## src/design/huffman_tree_load_and_decode_macros.svh

```systemverilog
// Assertion macros shared by the Huffman tree load and decode block.
// They sample on clk_i and are disabled while rst_ni is low.
`ifndef HUFFMAN_TREE_LOAD_AND_DECODE_MACROS_SVH
`define HUFFMAN_TREE_LOAD_AND_DECODE_MACROS_SVH

// A condition that holds at every clock edge.
`define HTLD_ASSERT(label, cond, msg) \
  label: assert property (@(posedge clk_i) disable iff (!rst_ni) (cond)) \
    else $error(msg);

// A trigger that forces a consequence at the next clock edge.
`define HTLD_ASSERT_NEXT(label, trig, cons, msg) \
  label: assert property (@(posedge clk_i) disable iff (!rst_ni) (trig) |=> (cons)) \
    else $error(msg);

`endif

```

## src/design/htld_pkg.sv

```systemverilog
package htld_pkg;

  localparam int MaxNodes   = 512;
  localparam int StackDepth = 256;
  localparam int SymbolBits = 8;

  localparam int NodeW      = $clog2(MaxNodes);
  localparam int NodeCntW   = $clog2(MaxNodes + 1);
  localparam int StackAddrW = $clog2(StackDepth);
  localparam int StackCntW  = $clog2(StackDepth + 1);

  typedef enum logic [1:0] {
    KindFlag    = 2'd0,
    KindSymbol  = 2'd1,
    KindPayload = 2'd2,
    KindRestart = 2'd3
  } kind_e;

  typedef enum logic [1:0] {
    EvSymbol   = 2'd0,
    EvLoadDone = 2'd1,
    EvError    = 2'd2
  } event_e;

  typedef enum logic [2:0] {
    ErrNone       = 3'd0,
    ErrNoTree     = 3'd1,
    ErrOrder      = 3'd2,
    ErrOverflow   = 3'd3,
    ErrSingleLeaf = 3'd4
  } error_e;

  typedef enum logic [1:0] {
    PhFlag   = 2'd0,
    PhSymbol = 2'd1,
    PhReady  = 2'd2,
    PhFailed = 2'd3
  } phase_e;

  typedef struct packed {
    logic [1:0] kind;
    logic [7:0] value;
  } in_item_t;

  typedef struct packed {
    logic [1:0] event_res;
    logic [7:0] symbol;
    logic [2:0] error_code;
  } out_item_t;

  // A pending child slot: the parent node and the side (1 is right).
  typedef struct packed {
    logic [NodeW-1:0] node;
    logic             side;
  } slot_t;

  // One child link as kept in the parent's entry.
  typedef struct packed {
    logic                  leaf;
    logic [NodeW-1:0]      idx;
    logic [SymbolBits-1:0] sym;
  } link_t;

  typedef struct packed {
    logic             clear;
    logic             pop;
    logic             push;
    logic [NodeW-1:0] node;
  } stack_cmd_t;

  typedef struct packed {
    logic             we;
    logic             side;
    logic [NodeW-1:0] addr;
    link_t            data;
  } link_wr_t;

endpackage

```

## src/design/htld_ram.sv

```systemverilog
module htld_ram #(
  parameter int Width = 8,
  parameter int Depth = 16,
  localparam int AddrW = $clog2(Depth)
) (
  input  logic             clk_i,
  input  logic             we_i,
  input  logic [AddrW-1:0] waddr_i,
  input  logic [Width-1:0] wdata_i,
  input  logic             re_i,
  input  logic [AddrW-1:0] raddr_i,
  output logic [Width-1:0] rdata_o
);

  logic [Width-1:0] mem [Depth];
  logic [Width-1:0] rdata_q;

  always_ff @(posedge clk_i) begin
    if (we_i) begin
      mem[waddr_i] <= wdata_i;
    end
  end

  // Write-first: a read of the address written in the same cycle returns the new word.
  always_ff @(posedge clk_i) begin
    if (re_i) begin
      rdata_q <= (we_i && (waddr_i == raddr_i)) ? wdata_i : mem[raddr_i];
    end
  end

  assign rdata_o = rdata_q;

endmodule

```

## src/design/htld_stack.sv

```systemverilog
module htld_stack
  import htld_pkg::*;
(
  input  logic                 clk_i,
  input  logic                 rst_ni,
  input  stack_cmd_t           cmd_i,
  output slot_t                top_o,
  output logic [StackCntW-1:0] fill_o
);

  // The top entry lives in a register or, after a pop, in the RAM read
  // register; entries below the top live in the RAM.
  logic [StackCntW-1:0]  sp_q, sp_d, after_pop;
  slot_t                 top_q, top_d;
  logic                  from_ram_q, from_ram_d;
  logic                  we, re;
  logic [StackAddrW-1:0] waddr, raddr;
  slot_t                 wdata, rdata;

  always_comb begin
    after_pop  = cmd_i.pop ? sp_q - StackCntW'(1) : sp_q;
    sp_d       = sp_q;
    top_d      = top_q;
    from_ram_d = from_ram_q;
    we         = 1'b0;
    re         = 1'b0;
    waddr      = StackAddrW'(after_pop);
    raddr      = StackAddrW'(sp_q - StackCntW'(2));
    wdata      = '{node: cmd_i.node, side: 1'b1};
    priority if (cmd_i.clear) begin
      sp_d       = '0;
      from_ram_d = 1'b0;
    end else if (cmd_i.push) begin
      // The right slot goes below, the left slot becomes the new top.
      we         = 1'b1;
      top_d      = '{node: cmd_i.node, side: 1'b0};
      from_ram_d = 1'b0;
      sp_d       = after_pop + StackCntW'(2);
    end else if (cmd_i.pop) begin
      re         = 1'b1;
      from_ram_d = 1'b1;
      sp_d       = after_pop;
    end else begin
      sp_d = sp_q;
    end
  end

  always_ff @(posedge clk_i or negedge rst_ni) begin
    if (!rst_ni) begin
      sp_q       <= '0;
      from_ram_q <= 1'b0;
    end else begin
      sp_q       <= sp_d;
      from_ram_q <= from_ram_d;
    end
  end

  always_ff @(posedge clk_i) begin
    top_q <= top_d;
  end

  htld_ram #(
    .Width($bits(slot_t)),
    .Depth(StackDepth)
  ) u_stack_ram (
    .clk_i  (clk_i),
    .we_i   (we),
    .waddr_i(waddr),
    .wdata_i(wdata),
    .re_i   (re),
    .raddr_i(raddr),
    .rdata_o(rdata)
  );

  assign top_o  = from_ram_q ? rdata : top_q;
  assign fill_o = sp_q;

endmodule

```

## config.mk

```make
export PLATFORM = sky130hd
export DESIGN_NAME = htld_stack
export DESIGN_NICKNAME = d
export VERILOG_FILES = /design/src/design/huffman_tree_load_and_decode_macros.svh /design/src/design/htld_pkg.sv /design/src/design/htld_ram.sv /design/src/design/htld_stack.sv
export SDC_FILE = /design/constraint.sdc
export NUM_CORES = 2
export LEC_CHECK = 0
export ABC_AREA = 1
export BUFFER_PORTS_ARGS = -buffer_cell sky130_fd_sc_hd__buf_2
export CORE_MARGIN = 4
export CORE_UTILIZATION = 50
export DETAILED_ROUTE_END_ITERATION = 7
export PLACE_DENSITY = 0.7
export SYNTH_ARGS = -nofsm -noshare
export SYNTH_HDL_FRONTEND = slang
export SYNTH_HIERARCHICAL = 1
export SYNTH_SLANG_ARGS = --single-unit
```

## constraint.sdc

```tcl
create_clock -name clk_i -period 4.52 [get_ports clk_i]
set_input_delay 0.904 -clock clk_i [delete_from_list [all_inputs] [get_ports clk_i]]
set_output_delay 0.904 -clock clk_i [all_outputs]
set_load 0.02 [all_outputs]
```

# Word-level counts from Yosys, hierarchy flattened
# Memories as Yosys holds them, arrays and structs flattened. A register that Yosys moved wholly into a read port is not among the register bits.
# Index checks and enable logic that the tools add are counted.
# classes
add_sub_neg	3
n_mul	0
div	0
n_lt_le_gt_ge	0
n_eq_ne	1
shift	0
muxes	15
bitwise	1
n_reduce_logical	3
# op_table
cell	n
$mux 9	4
$mux 1	10
$mux 10	1
$add 9x2->9 const B	1
$sub 9x1->9 const B	1
$eq 8x8->1	1
$sub 8x2->8 const B	1
$reduce_bool 3->1	1
$reduce_and 2->1	1
$logic_and 1x1->1	1
$not 1->1	1
# totals
register_bits	20
latchBits	0
ram_bits	2304
romBits	0
inputBits	14
output_inout_bits	19
elab_cells	28
mem_count	1
# memory_table
name	depth	width	read_ports	rd_ports_with_merged_regs	write_ports	line_no	rtl
u_stack_ram.mem	256	9	1	1	1	htld_ram.sv:15	logic [Width-1:0] mem [Depth];

# Logic depth before layout (Yosys ltp)
# logic_depth
depth_word	5
ltp_mapped	17
ltp_nobuf	14

# Cells and area by module
# The synthesis kept the hierarchy.
# by_module_without_submodules
module	n_inst	cells_per_inst	area_per_inst_um2	seq_area_each_um2
htld_ram	1	8701	104770.5	77174.0
htld_stack	1	173	1276.2	520.5

# Least setup slack after synthesis
# Ideal clock, no wire load.
# synth_path
kind	input to register
startpoint	input cmd_i[11] in the netlist's numbering
endpoint	memory u_stack_ram/mem[150][0] in the netlist's numbering (enable)
setup_ns	0.376
arrival_time_ns	2.892
slack_ns	1.252
stages	6
path_buffers	3
cell_sequence	buf_4 nor2_1 clkbuf_1 nand3_1 clkbuf_1 nor2_1
# synth_between
elab_chain_cells	3
# synth_lines
element	line_no	rtl
from (decl)	htld_stack.sv:6	input stack_cmd_t cmd_i,
$mux 1	htld_stack.sv:30	priority if (cmd_i.clear) begin
via we	htld_stack.sv:16	logic we, re;
$mux 1	htld_ram.sv:19	if (we_i) begin
$mux 1 (implied by the code)	htld_ram.sv:20	mem[waddr_i] <= wdata_i;
to (decl)	htld_ram.sv:15	
# The timed path passes the listed nets, and every way through them passes these cells.

# Worst setup path after layout
# layout_path
startpoint	register sp_q[1], in the netlist fill_o[1]
endpoint	memory u_stack_ram/mem[86][9] in the netlist's numbering (enable)
# layout_between
elab_chain_cells	2
# layout_lines
element	line_no	rtl
from (decl)	htld_stack.sv:13	logic [StackCntW-1:0] sp_q, sp_d, after_pop;
from (signal assigned)	htld_stack.sv:53	sp_q <= sp_d;
$sub 9x1->9	htld_stack.sv:21	after_pop = cmd_i.pop ? sp_q - StackCntW'(1) : sp_q;
$mux 9	htld_stack.sv:21	
via after_pop[5]	htld_stack.sv:13	
# The timed path passes the listed nets, and every way through them passes these cells.

==> flow_results.xml <==
<?xml version="1.0" encoding="UTF-8"?>
<metrics>
  <group name="sta">
    <metric name="hold-worst-slack" unit="ps">311</metric>
    <metric name="final_hold_viol_count" unit="">0</metric>
    <metric name="worst_clock_skew" unit="ps">66.9</metric>
    <metric name="achievable_frequency" unit="MHz">262</metric>
    <metric name="slew_violations" unit="">0</metric>
    <metric name="final-setup-viol-count" unit="">0</metric>
    <metric name="min_period_over_period" unit="%">84.6</metric>
    <metric name="rsz0062_at_grt" unit="">no</metric>
    <metric name="finalSetupTns" unit="ps">0</metric>
    <metric name="maxSlewHeadroom" unit="%">22.0</metric>
    <metric name="worst_pin_slew" unit="ps">1170</metric>
    <metric name="post-route-min-period" unit="ps">3820</metric>
  </group>
  <group name="detailed_routing">
    <metric name="residual_drc_count" unit="">0</metric>
    <metric name="antenna_left" unit="">0</metric>
    <metric name="viasPerCell" unit="">5.80</metric>
    <metric name="drt_pass1_iterations" unit="">8</metric>
    <metric name="finalWirelength" unit="mm">284</metric>
    <metric name="drt_first_iter_violations" unit="">9145</metric>
    <metric name="wl_per_cell" unit="microns">23.3</metric>
    <metric name="vias" unit="">70806</metric>
  </group>
  <group name="final_layout">
    <metric name="most-common-layout-cells" unit="">nand2_1, edfxtp_1, nand3_1</metric>
    <metric name="final_layout_size_suffix_gt1_share" unit="%">8.38</metric>
    <metric name="reg_area" unit="sq um">77700</metric>
    <metric name="mostFrequentLayoutCell" unit="">nand2_1</metric>
    <metric name="layout.cells.non_filler" unit="">12204</metric>
    <metric name="multi_input_comb_area" unit="sq um">25500</metric>
    <metric name="areaGrowthSynthToFinish" unit="%">12.3</metric>
    <metric name="number_of_fill_cells_in_the_layout" unit="">16774</metric>
    <metric name="final_core_util" unit="%">56.7</metric>
    <metric name="fin_nets" unit="">9226</metric>
  </group>
  <group name="floorplanning">
    <metric name="floorplan.die_area" unit="sq um">220000</metric>
    <metric name="ios" unit="">33</metric>
    <metric name="floorplan.core_area" unit="sq um">210000</metric>
    <metric name="rows" unit="">168</metric>
    <metric name="initial_core_utilization" unit="%">50.4</metric>
    <metric name="die-width" unit="microns">469</metric>
    <metric name="die_height" unit="microns">469</metric>
  </group>
  <group name="cts">
    <metric name="cts.clk_slew.worst_paths" unit="ps">60</metric>
    <metric name="clk_latency" unit="ps">930</metric>
    <metric name="post_cts_buffers" unit="">0</metric>
    <metric name="clock_buffers_created_by_tritoncts" unit="">282</metric>
    <metric name="cts_tree" unit="">built</metric>
    <metric name="cts-resized-gates" unit="">0</metric>
    <metric name="cts.path.max_buffers" unit="">4</metric>
    <metric name="cts.hold.buffers_added" unit="">1</metric>
    <metric name="h_tree_depth" unit="">5</metric>
    <metric name="root_buffer" unit="">clkbuf_16</metric>
    <metric name="cts_sink_count" unit="">2589</metric>
  </group>
  <group name="logic_synthesis">
    <metric name="synth.top_cell.area_share" unit="%">73.0</metric>
    <metric name="synth-edff-count" unit="">2579</metric>
    <metric name="ys.flop_type" unit="">edfxtp_1</metric>
    <metric name="synthCells" unit="">8874</metric>
    <metric name="yosysTopAreaCell" unit="">edfxtp_1</metric>
    <metric name="post_synth.cell_area_avg" unit="sq um">12.0</metric>
    <metric name="async_flop_share" unit="%">0.386</metric>
    <metric name="ys_top_cells_by_area" unit="">edfxtp_1, nand3_1, nand2_1, buf_2, nor2_1</metric>
    <metric name="synth_seq_area_share" unit="%">73.3</metric>
    <metric name="yosysWarningCount" unit="">6</metric>
    <metric name="netlist-cell-type-count" unit="">37</metric>
    <metric name="ys_ff_latch" unit="">2589</metric>
    <metric name="synth.cell_area" unit="sq um">106000</metric>
  </group>
  <group name="worst_setup_path">
    <metric name="setup.reg_to_reg.worst_slack" unit="ps">700</metric>
    <metric name="worstPathMaxFanout" unit="">36</metric>
    <metric name="worst_setup_path_start_kind" unit="">flip-flop</metric>
    <metric name="timing.setup.critical_path_class" unit="">flip-flop to flip-flop</metric>
    <metric name="critPathRequiredTime" unit="ps">5110</metric>
    <metric name="arrival" unit="ps">4410</metric>
    <metric name="endpoint_kind" unit="">flip-flop</metric>
  </group>
  <group name="placement">
    <metric name="placedCellCount" unit="">11728</metric>
    <metric name="dp_hpwl" unit="mm">161</metric>
    <metric name="gp_routability_congestion" unit="">0.960</metric>
    <metric name="number_of_i_o_port_buffers" unit="">32</metric>
  </group>
  <group name="job">
    <metric name="max_cap_viol_count" unit="">0</metric>
  </group>
  <group name="power">
    <metric name="fin_total_pwr" unit="mW">56.9</metric>
    <metric name="cellLeakagePower" unit="nW">42.3</metric>
    <metric name="power.density" unit="nW/um^2">478</metric>
    <metric name="peakVddDrop" unit="mV">0.462</metric>
  </group>
  <group name="grt">
    <metric name="antenna_violations_before_repair" unit="">9</metric>
    <metric name="first_global_vias" unit="">67218</metric>
    <metric name="largest_net_degree_at_the_start_of_global_routing" unit="">217</metric>
    <metric name="globalRoute.totalOverflow" unit="">0</metric>
    <metric name="grt_first_pass_wirelength" unit="mm">424</metric>
    <metric name="grt_use_total" unit="%">25.6</metric>
  </group>
  <group name="hold_path">
    <metric name="worst_hold_path_type" unit="">input pin to flip-flop</metric>
  </group>
  <group name="status">
    <metric name="run_status" unit="">finished clean</metric>
  </group>
</metrics>
kinds of logic (layout without fill, tap and decap cells):
group                    Yosys count  in the layout  synth area share, %
buffers and inverters            665            927                 3.63
XOR/XNOR                           8              8               0.0661
flip-flops                      2589           2589                 73.3
AND/OR/NAND/NOR                 5598           5598                 22.9
AO/OA/AOI/OAI                      9              9               0.0531
other                              1            264              0.00354
adder cells (fa/ha/maj)            4              4               0.0472
synthesized netlist by cell type, types with 2 or more instances:
cell and count:
edfxtp_1 2579, clkbuf_1 111, nand2_1 2709, nand2_4 2, clkbuf_4 2, ha_1 4, buf_4 51, a21oi_1 4
dfrtp_1 10, nand3_1 2550, clkinv_1 3, buf_1 36, nor2_4 2, xor2_1 7, nor2_1 310, buf_2 298
nor4_1 2, inv_1 54, nor3_1 2, o21ai_0 3, buf_6 103, nor2_2 4, inv_2 5, nand2_2 7
nand4_1 4
per-stage QoR:
stage | worst slack (ps) | area [sq um]
CTS | 798 | 119000
global placement | 772 | 111000
floorplan | 1250 | 107000
global route | 528 | 119000
detailed placement | 845 | 111000
finish | 697 | 119000
per-layer routing:
layer | GRT usage, % | part of all wire (%) | up-vias
li1 | - | - | 31883
met1 | 35.0 | 39 | 34673
met2 | 39.8 | 47 | 3645
met3 | 5.24 | 9.7 | 599
met4 | 11.5 | 4.7 | 6
met5 | 0 | 0.0098 | -
sequential cells by signal, summed over array words and instances (netlist names):
name / flops
fill_o: 9
u_stack_ram/mem: 2560
u_stack_ram/rdata_o: 10
from_ram_q: 1
top_q: 9
path summary, 6_finish.rpt:
kind,from,cells past startpoint,to
min in group asynchronous,rst_ni,2,fill_o[0]
worst max register to register,fill_o[1],11,u_stack_ram/mem[86][9]
worst min-delay path,cmd_i[11],2,fill_o[7]
worst max-delay path,fill_o[1],11,u_stack_ram/mem[86][9]
worst min register to register,fill_o[8],2,fill_o[8]
max in group asynchronous,rst_ni,2,fill_o[0]
worst max-delay path, cell delays in order (launching register included):
cell and delay (ps):
dfrtp_1 450, inv_8 270, ha_1 400, nand2_2 140
inv_2 90, nand3_1 60, nand2_1 70, nand2_1 190
nor2_1 370, nand2_1 680, nor2_1 430, buf_4 280
power breakdown:
| group | internal (mW) | leakage (nW) | switching [mW] | total, mW |
|---|---|---|---|---|
| logic | 2.07 | 14.8 | 6.60 | 8.68 |
| registers | 26.5 | 23.3 | 0.0460 | 26.6 |
| clock network | 12.7 | 4.18 | 8.94 | 21.6 |
final cells by class:
| type | count | area share, % |
|---|---|---|
| antenna | 7 | 0.0147 |
| inverter | 64 | 0.258 |
| multi-input combinational | 5876 | 21.4 |
| tap | 2805 | 2.95 |
| clock buffer | 347 | 6.27 |
| clock inverter | 121 | 0.888 |
| sequential | 2589 | 65.2 |
| timing repair buffer | 395 | 2.94 |
No activity file was read; power rests on OpenSTA's default activity.
